<file path="config.mk">
export PLATFORM = sky130hd
export DESIGN_NAME = pedal_speed_ramp_controller_core_flat
export DESIGN_NICKNAME = d
export VERILOG_FILES = /design/src/hw/rtl/psrc_pkg.sv /design/src/hw/rtl/psrc_chan_if.sv /design/src/hw/rtl/pedal_speed_ramp_controller_core.sv /design/src/flat_wrapper.sv
export SDC_FILE = /design/constraint.sdc
export NUM_CORES = 1
export LEC_CHECK = 0
export ABC_AREA = 1
export BUFFER_PORTS_ARGS = -buffer_cell sky130_fd_sc_hd__buf_4
export CAP_MARGIN = 10
export CELL_PAD_IN_SITES_DETAIL_PLACEMENT = 1
export CELL_PAD_IN_SITES_GLOBAL_PLACEMENT = 2
export CORE_ASPECT_RATIO = 0.6
export CORE_MARGIN = 5
export CORE_UTILIZATION = 41
export CTS_CLUSTER_SIZE = 28
export DETAILED_ROUTE_END_ITERATION = 6
export GPL_ROUTABILITY_DRIVEN = 0
export HOLD_SLACK_MARGIN = 0.12
export PLACE_DENSITY_LB_ADDON = 0.12
export SKIP_CTS_REPAIR_TIMING = 1
export SLEW_MARGIN = 0
export SYNTH_ARGS = -nofsm -noshare
export SYNTH_HDL_FRONTEND = slang
export SYNTH_SLANG_ARGS = --single-unit
export TNS_END_PERCENT = 50
</file>
<file path="constraint.sdc">
create_clock -name clk -period 23.1 [get_ports clk]
set_clock_uncertainty 0.05 [all_clocks]
set_input_delay 2.31 -clock clk [delete_from_list [all_inputs] [get_ports clk]]
set_output_delay 2.31 -clock clk [all_outputs]
set_load 0.05 [all_outputs]
</file>
<file path="src/hw/rtl/psrc_pkg.sv">
// Package for the pedal speed ramp controller: widths, reset values,
// register map and the constant functions that build the duty and blink tables.
// Depends on nothing; every other file of the block uses it.
package psrc_pkg;

  localparam int unsigned DUTY_BITS_DEF = 13;
  localparam int unsigned SPEED_W       = 15;
  localparam int unsigned LEVEL_W       = 7;
  localparam int unsigned MS_W          = 10;
  localparam int unsigned BAND_W        = 14;
  localparam int unsigned BLINK_W       = 10;
  localparam int unsigned ADDR_W        = 5;
  localparam int unsigned DATA_W        = 32;
  localparam int unsigned PCT_ENTRIES   = 1 << LEVEL_W;

  // Division by one hundred of values below 2^14: (x * 5243) >> 19.
  localparam int unsigned RECIP_100   = 5243;
  localparam int unsigned RECIP_W     = 13;
  localparam int unsigned RECIP_SHIFT = 19;

  localparam logic [LEVEL_W-1:0] PCT_FULL      = 7'd100;
  localparam logic [BAND_W-1:0]  BRAKE_FAST_AT = 14'd5000;
  localparam logic [BLINK_W-1:0] BLINK_STOP    = 10'd200;
  localparam logic [BLINK_W-1:0] BLINK_IDLE    = 10'd1000;

  // Register map, word index in paddr[4:2].
  typedef enum logic [2:0] {
    REG_SPEED_DIR_MODE = 3'd0,
    REG_MAX_FORWARD    = 3'd1,
    REG_MAX_BACKWARD   = 3'd2,
    REG_DRAG_MODE      = 3'd3,
    REG_FWD_SHUTOFF    = 3'd4,
    REG_BWD_SHUTOFF    = 3'd5,
    REG_NORMAL_INC     = 3'd6,
    REG_DRAG_INC       = 3'd7
  } reg_idx_t;

  localparam logic [LEVEL_W-1:0] RST_MAX_PERCENT = 7'd50;
  localparam logic [BAND_W-1:0]  RST_SHUTOFF     = 14'd1000;
  localparam logic [BAND_W-1:0]  RST_NORMAL_INC  = 14'd100;
  localparam logic [BAND_W-1:0]  RST_DRAG_INC    = 14'd200;

  // Rounded duty for a whole percent, ties away from zero.
  function automatic longint unsigned duty_of(int unsigned pct, int unsigned bits);
    longint unsigned full;
    full = (longint'(1) << bits) - 1;
    return (longint'(pct) * full + 50) / 100;
  endfunction

  // LED half period for a nonzero whole-percent magnitude.
  function automatic int unsigned blink_of(int unsigned pct);
    int unsigned mag;
    mag = (pct > 100) ? 100 : pct;
    return 20 + ((100 - mag) * 160) / 100;
  endfunction

endpackage

</file>
<file path="src/hw/rtl/psrc_chan_if.sv">
// Request and result channel interfaces of the pedal speed ramp controller.
// Depends on psrc_pkg for field widths.
interface psrc_in_if;
  logic                          valid;
  logic                          ready;
  logic [psrc_pkg::LEVEL_W-1:0]  forward_level;
  logic [psrc_pkg::LEVEL_W-1:0]  backward_level;
  logic [psrc_pkg::LEVEL_W-1:0]  throttle_level;
  logic [psrc_pkg::MS_W-1:0]     elapsed_ms;
  logic                          emergency_stop;

  modport source (output valid, forward_level, backward_level, throttle_level,
                  elapsed_ms, emergency_stop, input ready);
  modport sink   (input valid, forward_level, backward_level, throttle_level,
                  elapsed_ms, emergency_stop, output ready);
endinterface

interface psrc_out_if #(
  parameter int unsigned DUTY_BITS = psrc_pkg::DUTY_BITS_DEF
);
  logic                                valid;
  logic                                ready;
  logic signed [psrc_pkg::SPEED_W-1:0] speed_hundredths;
  logic [DUTY_BITS-1:0]                fwd_pwm;
  logic [DUTY_BITS-1:0]                bwd_pwm;
  logic [psrc_pkg::BLINK_W-1:0]        blink_half_period_ms;

  modport source (output valid, speed_hundredths, fwd_pwm, bwd_pwm,
                  blink_half_period_ms, input ready);
  modport sink   (input valid, speed_hundredths, fwd_pwm, bwd_pwm,
                  blink_half_period_ms, output ready);
endinterface

</file>
<file path="src/hw/rtl/pedal_speed_ramp_controller_core.sv">
// Top level of the pedal speed ramp controller: register file, target
// stages, speed ramp and result register. Depends on psrc_pkg and psrc_chan_if.
//
//   channel   direction  handshake                 content
//   in_chan   sink       valid/ready               one control tick request
//   out_chan  source     valid/ready               speed, two duties, blink
//   psel...   slave      APB r/w, pready high      eight config registers
//
// A request passes four registers (input, target, speed, result) in order,
// and one request can be taken every cycle while out_chan is not stalled.
// The only loop is the kept speed, which the speed register updates from the
// target and the old speed, so back-to-back requests see each other.
// All stages move together when the result register is empty or being taken,
// so a stall on out_chan holds every stage and deasserts in_chan.ready.
// Reset (synchronous, rst_n low) clears the valid bits, the kept speed and
// the configuration registers to their documented defaults.
module pedal_speed_ramp_controller_core #(
  parameter int unsigned DUTY_BITS = psrc_pkg::DUTY_BITS_DEF
) (
  input  logic                           clk,
  input  logic                           rst_n,
  psrc_in_if.sink                        in_chan,
  psrc_out_if.source                     out_chan,
  input  logic                           psel,
  input  logic                           penable,
  input  logic                           pwrite,
  input  logic [psrc_pkg::ADDR_W-1:0]    paddr,
  input  logic [psrc_pkg::DATA_W-1:0]    pwdata,
  output logic [psrc_pkg::DATA_W-1:0]    prdata,
  output logic                           pready
);

  localparam int unsigned LW = psrc_pkg::LEVEL_W;
  localparam int unsigned BW = psrc_pkg::BAND_W;
  localparam int unsigned MW = psrc_pkg::MS_W;
  localparam int unsigned SW = psrc_pkg::SPEED_W;
  localparam int unsigned RW = 18;                       // ramp working width
  localparam int unsigned PW = BW + psrc_pkg::RECIP_W;   // reciprocal product

  // ------------------------------------------------------------------
  // Configuration registers. Writes land on the access phase.
  // ------------------------------------------------------------------
  logic          mode_r;
  logic [LW-1:0] max_fwd_r;
  logic [LW-1:0] max_bwd_r;
  logic          drag_r;
  logic [BW-1:0] fwd_shut_r;
  logic [BW-1:0] bwd_shut_r;
  logic [BW-1:0] norm_inc_r;
  logic [BW-1:0] drag_inc_r;

  psrc_pkg::reg_idx_t reg_idx;
  logic               cfg_wr;

  assign reg_idx = psrc_pkg::reg_idx_t'(paddr[4:2]);
  assign pready  = 1'b1;
  assign cfg_wr  = psel && penable && pwrite && pready;

  always_ff @(posedge clk) begin
    if (!rst_n) begin
      mode_r     <= 1'b0;
      max_fwd_r  <= psrc_pkg::RST_MAX_PERCENT;
      max_bwd_r  <= psrc_pkg::RST_MAX_PERCENT;
      drag_r     <= 1'b0;
      fwd_shut_r <= psrc_pkg::RST_SHUTOFF;
      bwd_shut_r <= psrc_pkg::RST_SHUTOFF;
      norm_inc_r <= psrc_pkg::RST_NORMAL_INC;
      drag_inc_r <= psrc_pkg::RST_DRAG_INC;
    end else if (cfg_wr) begin
      case (reg_idx)
        psrc_pkg::REG_SPEED_DIR_MODE: mode_r     <= pwdata[0];
        psrc_pkg::REG_MAX_FORWARD:    max_fwd_r  <= pwdata[LW-1:0];
        psrc_pkg::REG_MAX_BACKWARD:   max_bwd_r  <= pwdata[LW-1:0];
        psrc_pkg::REG_DRAG_MODE:      drag_r     <= pwdata[0];
        psrc_pkg::REG_FWD_SHUTOFF:    fwd_shut_r <= pwdata[BW-1:0];
        psrc_pkg::REG_BWD_SHUTOFF:    bwd_shut_r <= pwdata[BW-1:0];
        psrc_pkg::REG_NORMAL_INC:     norm_inc_r <= pwdata[BW-1:0];
        psrc_pkg::REG_DRAG_INC:       drag_inc_r <= pwdata[BW-1:0];
        default: ;
      endcase
    end
  end

  always_comb begin
    case (reg_idx)
      psrc_pkg::REG_SPEED_DIR_MODE: prdata = {31'd0, mode_r};
      psrc_pkg::REG_MAX_FORWARD:    prdata = {25'd0, max_fwd_r};
      psrc_pkg::REG_MAX_BACKWARD:   prdata = {25'd0, max_bwd_r};
      psrc_pkg::REG_DRAG_MODE:      prdata = {31'd0, drag_r};
      psrc_pkg::REG_FWD_SHUTOFF:    prdata = {18'd0, fwd_shut_r};
      psrc_pkg::REG_BWD_SHUTOFF:    prdata = {18'd0, bwd_shut_r};
      psrc_pkg::REG_NORMAL_INC:     prdata = {18'd0, norm_inc_r};
      psrc_pkg::REG_DRAG_INC:       prdata = {18'd0, drag_inc_r};
      default:                      prdata = '0;
    endcase
  end

  // ------------------------------------------------------------------
  // Pipeline control: every stage advances when the result register is
  // free or its result is being taken.
  // ------------------------------------------------------------------
  logic out_valid_r;
  logic advance;

  assign advance       = !out_valid_r || out_chan.ready;
  assign in_chan.ready = advance;

  // ------------------------------------------------------------------
  // Stage A: the accepted request.
  // ------------------------------------------------------------------
  logic          a_valid_r;
  logic [LW-1:0] a_fwd_r;
  logic [LW-1:0] a_bwd_r;
  logic [LW-1:0] a_thr_r;
  logic [MW-1:0] a_ms_r;
  logic          a_stop_r;

  always_ff @(posedge clk) begin
    if (!rst_n) begin
      a_valid_r <= 1'b0;
    end else if (advance) begin
      a_valid_r <= in_chan.valid;
    end
  end

  always_ff @(posedge clk) begin
    if (advance) begin
      a_fwd_r  <= in_chan.forward_level;
      a_bwd_r  <= in_chan.backward_level;
      a_thr_r  <= in_chan.throttle_level;
      a_ms_r   <= in_chan.elapsed_ms;
      a_stop_r <= in_chan.emergency_stop;
    end
  end

  // ------------------------------------------------------------------
  // A to B: pick direction, limit and level, and form limit * level.
  // The target is zero unless exactly one direction is active, and in
  // speed/direction mode also when the throttle is released.
  // ------------------------------------------------------------------
  logic            fwd_on;
  logic            bwd_on;
  logic            tgt_zero;
  logic [LW-1:0]   lim_raw;
  logic [LW-1:0]   lim;
  logic [LW-1:0]   level;
  logic [BW-1:0]   share_prod;

  assign fwd_on   = (a_fwd_r != '0);
  assign bwd_on   = (a_bwd_r != '0);
  assign tgt_zero = (fwd_on == bwd_on) || (mode_r && (a_thr_r == '0));
  assign lim_raw  = fwd_on ? max_fwd_r : max_bwd_r;
  assign lim      = (lim_raw > psrc_pkg::PCT_FULL) ? psrc_pkg::PCT_FULL : lim_raw;
  assign level    = mode_r ? a_thr_r : (fwd_on ? a_fwd_r : a_bwd_r);
  assign share_prod = BW'(lim * level);

  logic          b_valid_r;
  logic          b_zero_r;
  logic          b_neg_r;
  logic [LW-1:0] b_lim_r;
  logic [BW-1:0] b_prod_r;
  logic [MW-1:0] b_ms_r;
  logic          b_stop_r;

  always_ff @(posedge clk) begin
    if (!rst_n) begin
      b_valid_r <= 1'b0;
    end else if (advance) begin
      b_valid_r <= a_valid_r;
    end
  end

  always_ff @(posedge clk) begin
    if (advance) begin
      b_zero_r <= tgt_zero;
      b_neg_r  <= !fwd_on;
      b_lim_r  <= lim;
      b_prod_r <= share_prod;
      b_ms_r   <= a_ms_r;
      b_stop_r <= a_stop_r;
    end
  end

  // ------------------------------------------------------------------
  // B to C: target in hundredths, then one ramp step of the kept speed.
  // ------------------------------------------------------------------
  logic [PW-1:0]        share_recip;
  logic [LW-1:0]        share_pct;
  logic [LW-1:0]        tgt_pct;
  logic [BW-1:0]        tgt_mag;
  logic signed [RW-1:0] tgt;

  assign share_recip = PW'(b_prod_r * psrc_pkg::RECIP_W'(psrc_pkg::RECIP_100));
  assign share_pct   = share_recip[psrc_pkg::RECIP_SHIFT +: LW];
  assign tgt_pct     = (share_pct < b_lim_r) ? share_pct : b_lim_r;
  assign tgt_mag     = BW'(tgt_pct * psrc_pkg::PCT_FULL);

  always_comb begin
    if (b_zero_r) begin
      tgt = '0;
    end else if (b_neg_r) begin
      tgt = -$signed({{(RW-BW){1'b0}}, tgt_mag});
    end else begin
      tgt = $signed({{(RW-BW){1'b0}}, tgt_mag});
    end
  end

  logic signed [SW-1:0] speed_r;
  logic signed [SW-1:0] speed_nxt;
  logic signed [RW-1:0] spd;
  logic [SW-1:0]        spd_mag;
  logic signed [RW-1:0] fwd_shut;
  logic signed [RW-1:0] bwd_shut;
  logic signed [RW-1:0] brake;
  logic signed [RW-1:0] accel;
  logic signed [RW-1:0] decel;
  logic signed [RW-1:0] ramp;
  logic                 in_fwd_band;
  logic                 in_bwd_band;

  assign spd      = RW'(speed_r);
  assign spd_mag  = speed_r[SW-1] ? SW'(-speed_r) : SW'(speed_r);
  assign fwd_shut = $signed({{(RW-BW){1'b0}}, fwd_shut_r});
  assign bwd_shut = $signed({{(RW-BW){1'b0}}, bwd_shut_r});
  // Braking is 8 hundredths per ms above half speed, 4 below.
  assign brake    = (spd_mag > SW'(psrc_pkg::BRAKE_FAST_AT))
                  ? $signed({{(RW-MW-3){1'b0}}, b_ms_r, 3'b000})
                  : $signed({{(RW-MW-2){1'b0}}, b_ms_r, 2'b00});
  assign accel    = $signed({{(RW-BW){1'b0}}, (drag_r ? drag_inc_r : norm_inc_r)});
  assign decel    = $signed({{(RW-BW){1'b0}}, norm_inc_r});
  assign in_fwd_band = (spd > 0) && (spd < fwd_shut);
  assign in_bwd_band = (spd < 0) && (spd > -bwd_shut);

  // The step never carries the speed past the target.
  always_comb begin
    if (spd < tgt) begin
      if (in_bwd_band) begin
        ramp = '0;
      end else if (in_fwd_band) begin
        ramp = fwd_shut;
      end else if (spd < 0) begin
        ramp = spd + brake;
      end else begin
        ramp = spd + accel;
      end
      if (ramp > tgt) begin
        ramp = tgt;
      end
    end else if (spd > tgt) begin
      if (in_fwd_band) begin
        ramp = '0;
      end else if (in_bwd_band) begin
        ramp = -bwd_shut;
      end else if (spd > 0) begin
        ramp = spd - brake;
      end else begin
        ramp = spd - decel;
      end
      if (ramp < tgt) begin
        ramp = tgt;
      end
    end else begin
      ramp = spd;
    end
  end

  assign speed_nxt = b_stop_r ? '0 : SW'(ramp);

  logic c_valid_r;
  logic c_stop_r;

  always_ff @(posedge clk) begin
    if (!rst_n) begin
      c_valid_r <= 1'b0;
      speed_r   <= '0;
    end else if (advance) begin
      c_valid_r <= b_valid_r;
      if (b_valid_r) begin
        speed_r <= speed_nxt;
      end
    end
  end

  always_ff @(posedge clk) begin
    if (advance) begin
      c_stop_r <= b_stop_r;
    end
  end

  // ------------------------------------------------------------------
  // C to result: whole percent, duties and blink from constant tables.
  // The kept speed is the speed of the item in stage C.
  // ------------------------------------------------------------------
  logic [DUTY_BITS-1:0]         duty_tbl  [psrc_pkg::PCT_ENTRIES];
  logic [psrc_pkg::BLINK_W-1:0] blink_tbl [psrc_pkg::PCT_ENTRIES];

  for (genvar g = 0; g < psrc_pkg::PCT_ENTRIES; g++) begin : g_tbl
    localparam logic [DUTY_BITS-1:0] DUTY_V =
      DUTY_BITS'(psrc_pkg::duty_of(g, DUTY_BITS));
    localparam logic [psrc_pkg::BLINK_W-1:0] BLINK_V =
      psrc_pkg::BLINK_W'(psrc_pkg::blink_of(g));
    assign duty_tbl[g]  = DUTY_V;
    assign blink_tbl[g] = BLINK_V;
  end

  logic [PW-1:0]                pct_recip;
  logic [LW-1:0]                pct_mag;
  logic                         pct_fwd;
  logic                         pct_bwd;
  logic [DUTY_BITS-1:0]         fwd_duty_nxt;
  logic [DUTY_BITS-1:0]         bwd_duty_nxt;
  logic [psrc_pkg::BLINK_W-1:0] blink_nxt;

  assign pct_recip = PW'(spd_mag[BW-1:0] * psrc_pkg::RECIP_W'(psrc_pkg::RECIP_100));
  assign pct_mag   = pct_recip[psrc_pkg::RECIP_SHIFT +: LW];
  assign pct_fwd   = !speed_r[SW-1] && (pct_mag != '0);
  assign pct_bwd   = speed_r[SW-1] && (pct_mag != '0);

  assign fwd_duty_nxt = pct_fwd ? duty_tbl[pct_mag] : '0;
  assign bwd_duty_nxt = pct_bwd ? duty_tbl[pct_mag] : '0;

  always_comb begin
    if (c_stop_r) begin
      blink_nxt = psrc_pkg::BLINK_STOP;
    end else if (pct_mag == '0) begin
      blink_nxt = psrc_pkg::BLINK_IDLE;
    end else begin
      blink_nxt = blink_tbl[pct_mag];
    end
  end

  logic signed [SW-1:0]         out_speed_r;
  logic [DUTY_BITS-1:0]         out_fduty_r;
  logic [DUTY_BITS-1:0]         out_bduty_r;
  logic [psrc_pkg::BLINK_W-1:0] out_blink_r;

  always_ff @(posedge clk) begin
    if (!rst_n) begin
      out_valid_r <= 1'b0;
    end else if (advance) begin
      out_valid_r <= c_valid_r;
    end
  end

  always_ff @(posedge clk) begin
    if (advance) begin
      out_speed_r <= speed_r;
      out_fduty_r <= fwd_duty_nxt;
      out_bduty_r <= bwd_duty_nxt;
      out_blink_r <= blink_nxt;
    end
  end

  assign out_chan.valid                = out_valid_r;
  assign out_chan.speed_hundredths     = out_speed_r;
  assign out_chan.fwd_pwm              = out_fduty_r;
  assign out_chan.bwd_pwm              = out_bduty_r;
  assign out_chan.blink_half_period_ms = out_blink_r;

endmodule

</file>
<file path="src/flat_wrapper.sv">
// flat-port wrapper written by rule: the top's interface ports become plain ports
module pedal_speed_ramp_controller_core_flat 
#(
  parameter int unsigned DUTY_BITS = psrc_pkg::DUTY_BITS_DEF
)
  (clk, rst_n, psel, penable, pwrite, paddr, pwdata, prdata, pready, in_chan_valid, in_chan_forward_level, in_chan_backward_level, in_chan_throttle_level, in_chan_elapsed_ms, in_chan_emergency_stop, in_chan_ready, out_chan_valid, out_chan_speed_hundredths, out_chan_fwd_pwm, out_chan_bwd_pwm, out_chan_blink_half_period_ms, out_chan_ready);
  psrc_in_if in_chan_i ();
  psrc_out_if #(.DUTY_BITS(DUTY_BITS)) out_chan_i ();
  input  logic clk;
  input  logic rst_n;
  input  logic psel;
  input  logic penable;
  input  logic pwrite;
  input  logic [psrc_pkg::ADDR_W-1:0] paddr;
  input  logic [psrc_pkg::DATA_W-1:0] pwdata;
  output logic [psrc_pkg::DATA_W-1:0] prdata;
  output logic pready;
  input wire logic [$bits(in_chan_i.valid)-1:0] in_chan_valid;
  input wire logic [$bits(in_chan_i.forward_level)-1:0] in_chan_forward_level;
  input wire logic [$bits(in_chan_i.backward_level)-1:0] in_chan_backward_level;
  input wire logic [$bits(in_chan_i.throttle_level)-1:0] in_chan_throttle_level;
  input wire logic [$bits(in_chan_i.elapsed_ms)-1:0] in_chan_elapsed_ms;
  input wire logic [$bits(in_chan_i.emergency_stop)-1:0] in_chan_emergency_stop;
  output wire logic [$bits(in_chan_i.ready)-1:0] in_chan_ready;
  output wire logic [$bits(out_chan_i.valid)-1:0] out_chan_valid;
  output wire logic [$bits(out_chan_i.speed_hundredths)-1:0] out_chan_speed_hundredths;
  output wire logic [$bits(out_chan_i.fwd_pwm)-1:0] out_chan_fwd_pwm;
  output wire logic [$bits(out_chan_i.bwd_pwm)-1:0] out_chan_bwd_pwm;
  output wire logic [$bits(out_chan_i.blink_half_period_ms)-1:0] out_chan_blink_half_period_ms;
  input wire logic [$bits(out_chan_i.ready)-1:0] out_chan_ready;
  assign in_chan_i.valid = in_chan_valid;
  assign in_chan_i.forward_level = in_chan_forward_level;
  assign in_chan_i.backward_level = in_chan_backward_level;
  assign in_chan_i.throttle_level = in_chan_throttle_level;
  assign in_chan_i.elapsed_ms = in_chan_elapsed_ms;
  assign in_chan_i.emergency_stop = in_chan_emergency_stop;
  assign in_chan_ready = in_chan_i.ready;
  assign out_chan_valid = out_chan_i.valid;
  assign out_chan_speed_hundredths = out_chan_i.speed_hundredths;
  assign out_chan_fwd_pwm = out_chan_i.fwd_pwm;
  assign out_chan_bwd_pwm = out_chan_i.bwd_pwm;
  assign out_chan_blink_half_period_ms = out_chan_i.blink_half_period_ms;
  assign out_chan_i.ready = out_chan_ready;
  pedal_speed_ramp_controller_core #(.DUTY_BITS(DUTY_BITS)) u_core (.clk(clk), .rst_n(rst_n), .in_chan(in_chan_i), .out_chan(out_chan_i), .psel(psel), .penable(penable), .pwrite(pwrite), .paddr(paddr), .pwdata(pwdata), .prdata(prdata), .pready(pready));
endmodule
</file>
==> results.json <==
{
  "status": "finished, final reports clean",
  "start_util_pct": 41.47,
  "fmax_mhz": 74.86,
  "finalHoldViolCount": 0,
  "tns_ns": 0,
  "syn_inst": 3151,
  "vias_per_cell": 5.539,
  "async_reset_ff_share_pct": 0,
  "path_clk_slew_ns": 0.07,
  "slowest_stage": "edfxtp_1",
  "finalCriticalPeriod_ns": 13.36,
  "r2r_end": "u_core.speed_r[6]",
  "slew_headroom_pct": 17.06,
  "synth_edf_count": 117,
  "path_buf_inv": 12,
  "start_kind": "flip-flop",
  "grt_pass1_vias": 22840,
  "avgSynthCellArea_um2": 7.794,
  "crit_type": "flip-flop to flip-flop",
  "crit_family": "adder cells",
  "crit_top_cell": "nand2_1",
  "root_buffer": "clkbuf_16",
  "cts_buffers": 25,
  "rr_startpoint": "u_core.b_prod_r[11]",
  "core_area_um2": 59220,
  "grt_pass1_wl_um": 135000,
  "yosys_warnings": 0,
  "vias": 22400,
  "yosys-top-cells-area": "ha_1, edfxtp_1, fa_1",
  "required_ns": 23.54,
  "io_buffers": 122,
  "crit_path_end": "u_core.speed_r[6]",
  "clock_latency_ns": 0.58,
  "die_y_um": 199.6,
  "fp-row-count": 69,
  "cpPeakStageDelay_ns": 0.63,
  "area_growth_pct": 10.17,
  "drive_above_1_share_pct": 7.907,
  "cp_max_fo": 16,
  "ios": 162,
  "grt_overflow": 0,
  "ys_types": 64,
  "h-tree-depth": 1,
  "reg2reg_slack_ns": 9.74,
  "ant_nets": 0,
  "dieArea_um2": 65060,
  "first_pass_iters": 6,
  "dpl.hpwl_um": 71120,
  "final_cell_mix": "nand2_1, inv_1, ha_1",
  "grt_antenna_before_repair": 1,
  "synth.largest_area_cell": "ha_1",
  "worstPathArrival_ns": 13.80,
  "setup_violations": 0,
  "wl_um": 88040,
  "synth_top_area_share_pct": 19.82,
  "period_share_pct": 57.83,
  "track_usage_pct": 26.60,
  "yosysSeqAreaShare_pct": 21.72,
  "detail_route.wl_per_cell_um": 21.77,
  "hp-class": "flip-flop to flip-flop",
  "tightest_slew_ns": 1.231,
  "rsz0062_at_grt": "false",
  "layout_commonest_cell": "nand2_1",
  "final_nets": 3861,
  "clock_path_buffers": 3,
  "cts_tree": "done",
  "antenna_cells": 0,
  "cp_num_cells": 62,
  "die_w_um": 326.0,
  "grt_start_max_net_pins": 67,
  "crit_path_start": "u_core.b_prod_r[11]",
  "fill_cells": 7296,
  "drc_errors": 0,
  "clock_sinks": 208,
  "ys.flop_type": "edfxtp_1",
  "synth_area_um2": 24560,
  "whs_path_depth": 0,
  "drtIter0Drc": 1653,
  "reg2regPathDepth": 62,
  "ys_ff_latch": 208,
  "endpoint_kind": "flip-flop",
  "cap_violations": 0,
  "drv_slew": 0
}
## cells in the mapped netlist (27+ instances only)
| cell type | number |
|---|---|
| o211ai_1 | 41 |
| ha_1 | 389 |
| nand2_1 | 538 |
| nand3_1 | 182 |
| inv_1 | 525 |
| xor2_1 | 53 |
| buf_4 | 27 |
| clkbuf_1 | 44 |
| edfxtp_1 | 117 |
| a21oi_1 | 251 |
| dfxtp_1 | 91 |
| fa_1 | 152 |
| o21ai_0 | 204 |
| nor2_1 | 228 |
## state kept, by name, summed over array words and instances (netlist names), 7 cells and up
register and flops:
u_core.a_bwd_r 7, u_core.a_fwd_r 7, u_core.a_ms_r 10, u_core.a_thr_r 7, u_core.b_lim_r 7, u_core.b_ms_r 10
u_core.b_prod_r 14, u_core.bwd_shut_r 14, u_core.drag_inc_r 14, u_core.fwd_shut_r 14, u_core.max_bwd_r 7, u_core.max_fwd_r 7
u_core.norm_inc_r 14, u_core.out_chan.blink_half_period_ms 9, u_core.out_chan.bwd_pwm 13, u_core.out_chan.fwd_pwm 13, u_core.out_chan.speed_hundredths 15, u_core.speed_r 15
## logic make-up after synthesis
logic type	after synthesis	share of synthesized area, %
muxes	7	0.2904
DFF	208	21.72
and+or+nand+nor	1061	18.39
buffers and inverters	642	10.42
adders and majority gates	541	32.21
AOI/OAI and AO/OA	616	14.08
other	2	0.03058
xor gates and xnor gates	74	2.853
## routing by layer
metal | vias to the layer above | global-route usage [%] | wire, µm
met2 | 670 | 38.68 | 35570
li1 | 10590 | - | -
met3 | 110 | 5.454 | 6606
met5 | - | 0 | 0
met4 | 0 | 5.520 | 1934
met1 | 11030 | 40.69 | 43930
## final cells by class
type	count	area, µm²	share of cell area (%)
clock inverters	14	113.9	0.4208
inverters	540	2034	7.519
flip-flops and latches	208	5335	19.72
multi-input cells	2318	16730	61.82
well taps	781	977.2	3.611
repair buffers	151	1134	4.189
clock buffers	32	735.7	2.719
## stage by stage
step	area [µm²]	setup WS (ns)	hold slack (ns)	utilization, %	std cells
after floorplan	24620	12.53	0.3503	-	3168
after global placement	26190	10.23	0.3552	44.23	3996
after detailed placement	26190	9.815	0.3588	44.23	3996
after CTS	27040	9.736	0.3732	45.66	4042
after global routing	27060	8.693	0.3720	45.69	4044
final	27060	9.741	0.3703	45.69	4044
## worst min path at each step
| stage | start | end | slack, ns |
|---|---|---|---|
| floorplan | u_core.a_ms_r[0] | u_core.b_ms_r[0] | 0.35 |
| global placement | u_core.a_ms_r[6] | u_core.b_ms_r[6] | 0.36 |
| detailed placement | u_core.a_ms_r[1] | u_core.b_ms_r[1] | 0.36 |
| CTS | u_core.a_ms_r[2] | u_core.b_ms_r[2] | 0.37 |
| global route | u_core.a_ms_r[5] | u_core.b_ms_r[5] | 0.37 |
| finish | u_core.a_ms_r[2] | u_core.b_ms_r[2] | 0.37 |
## worst register-to-register path, delay by kind of cell, from the launching register on
family          cells  cell delay (ns)
flops               1             0.63
simple gates       20             2.84
fa+ha+maj          12             4.87
compound gates     15             2.96
buf+inv            12             1.19
xor+xnor            3             0.78
Power is left out: the tool's default activity adds up to more than one toggle a clock period on the data nets, which glitch-free logic cannot reach.
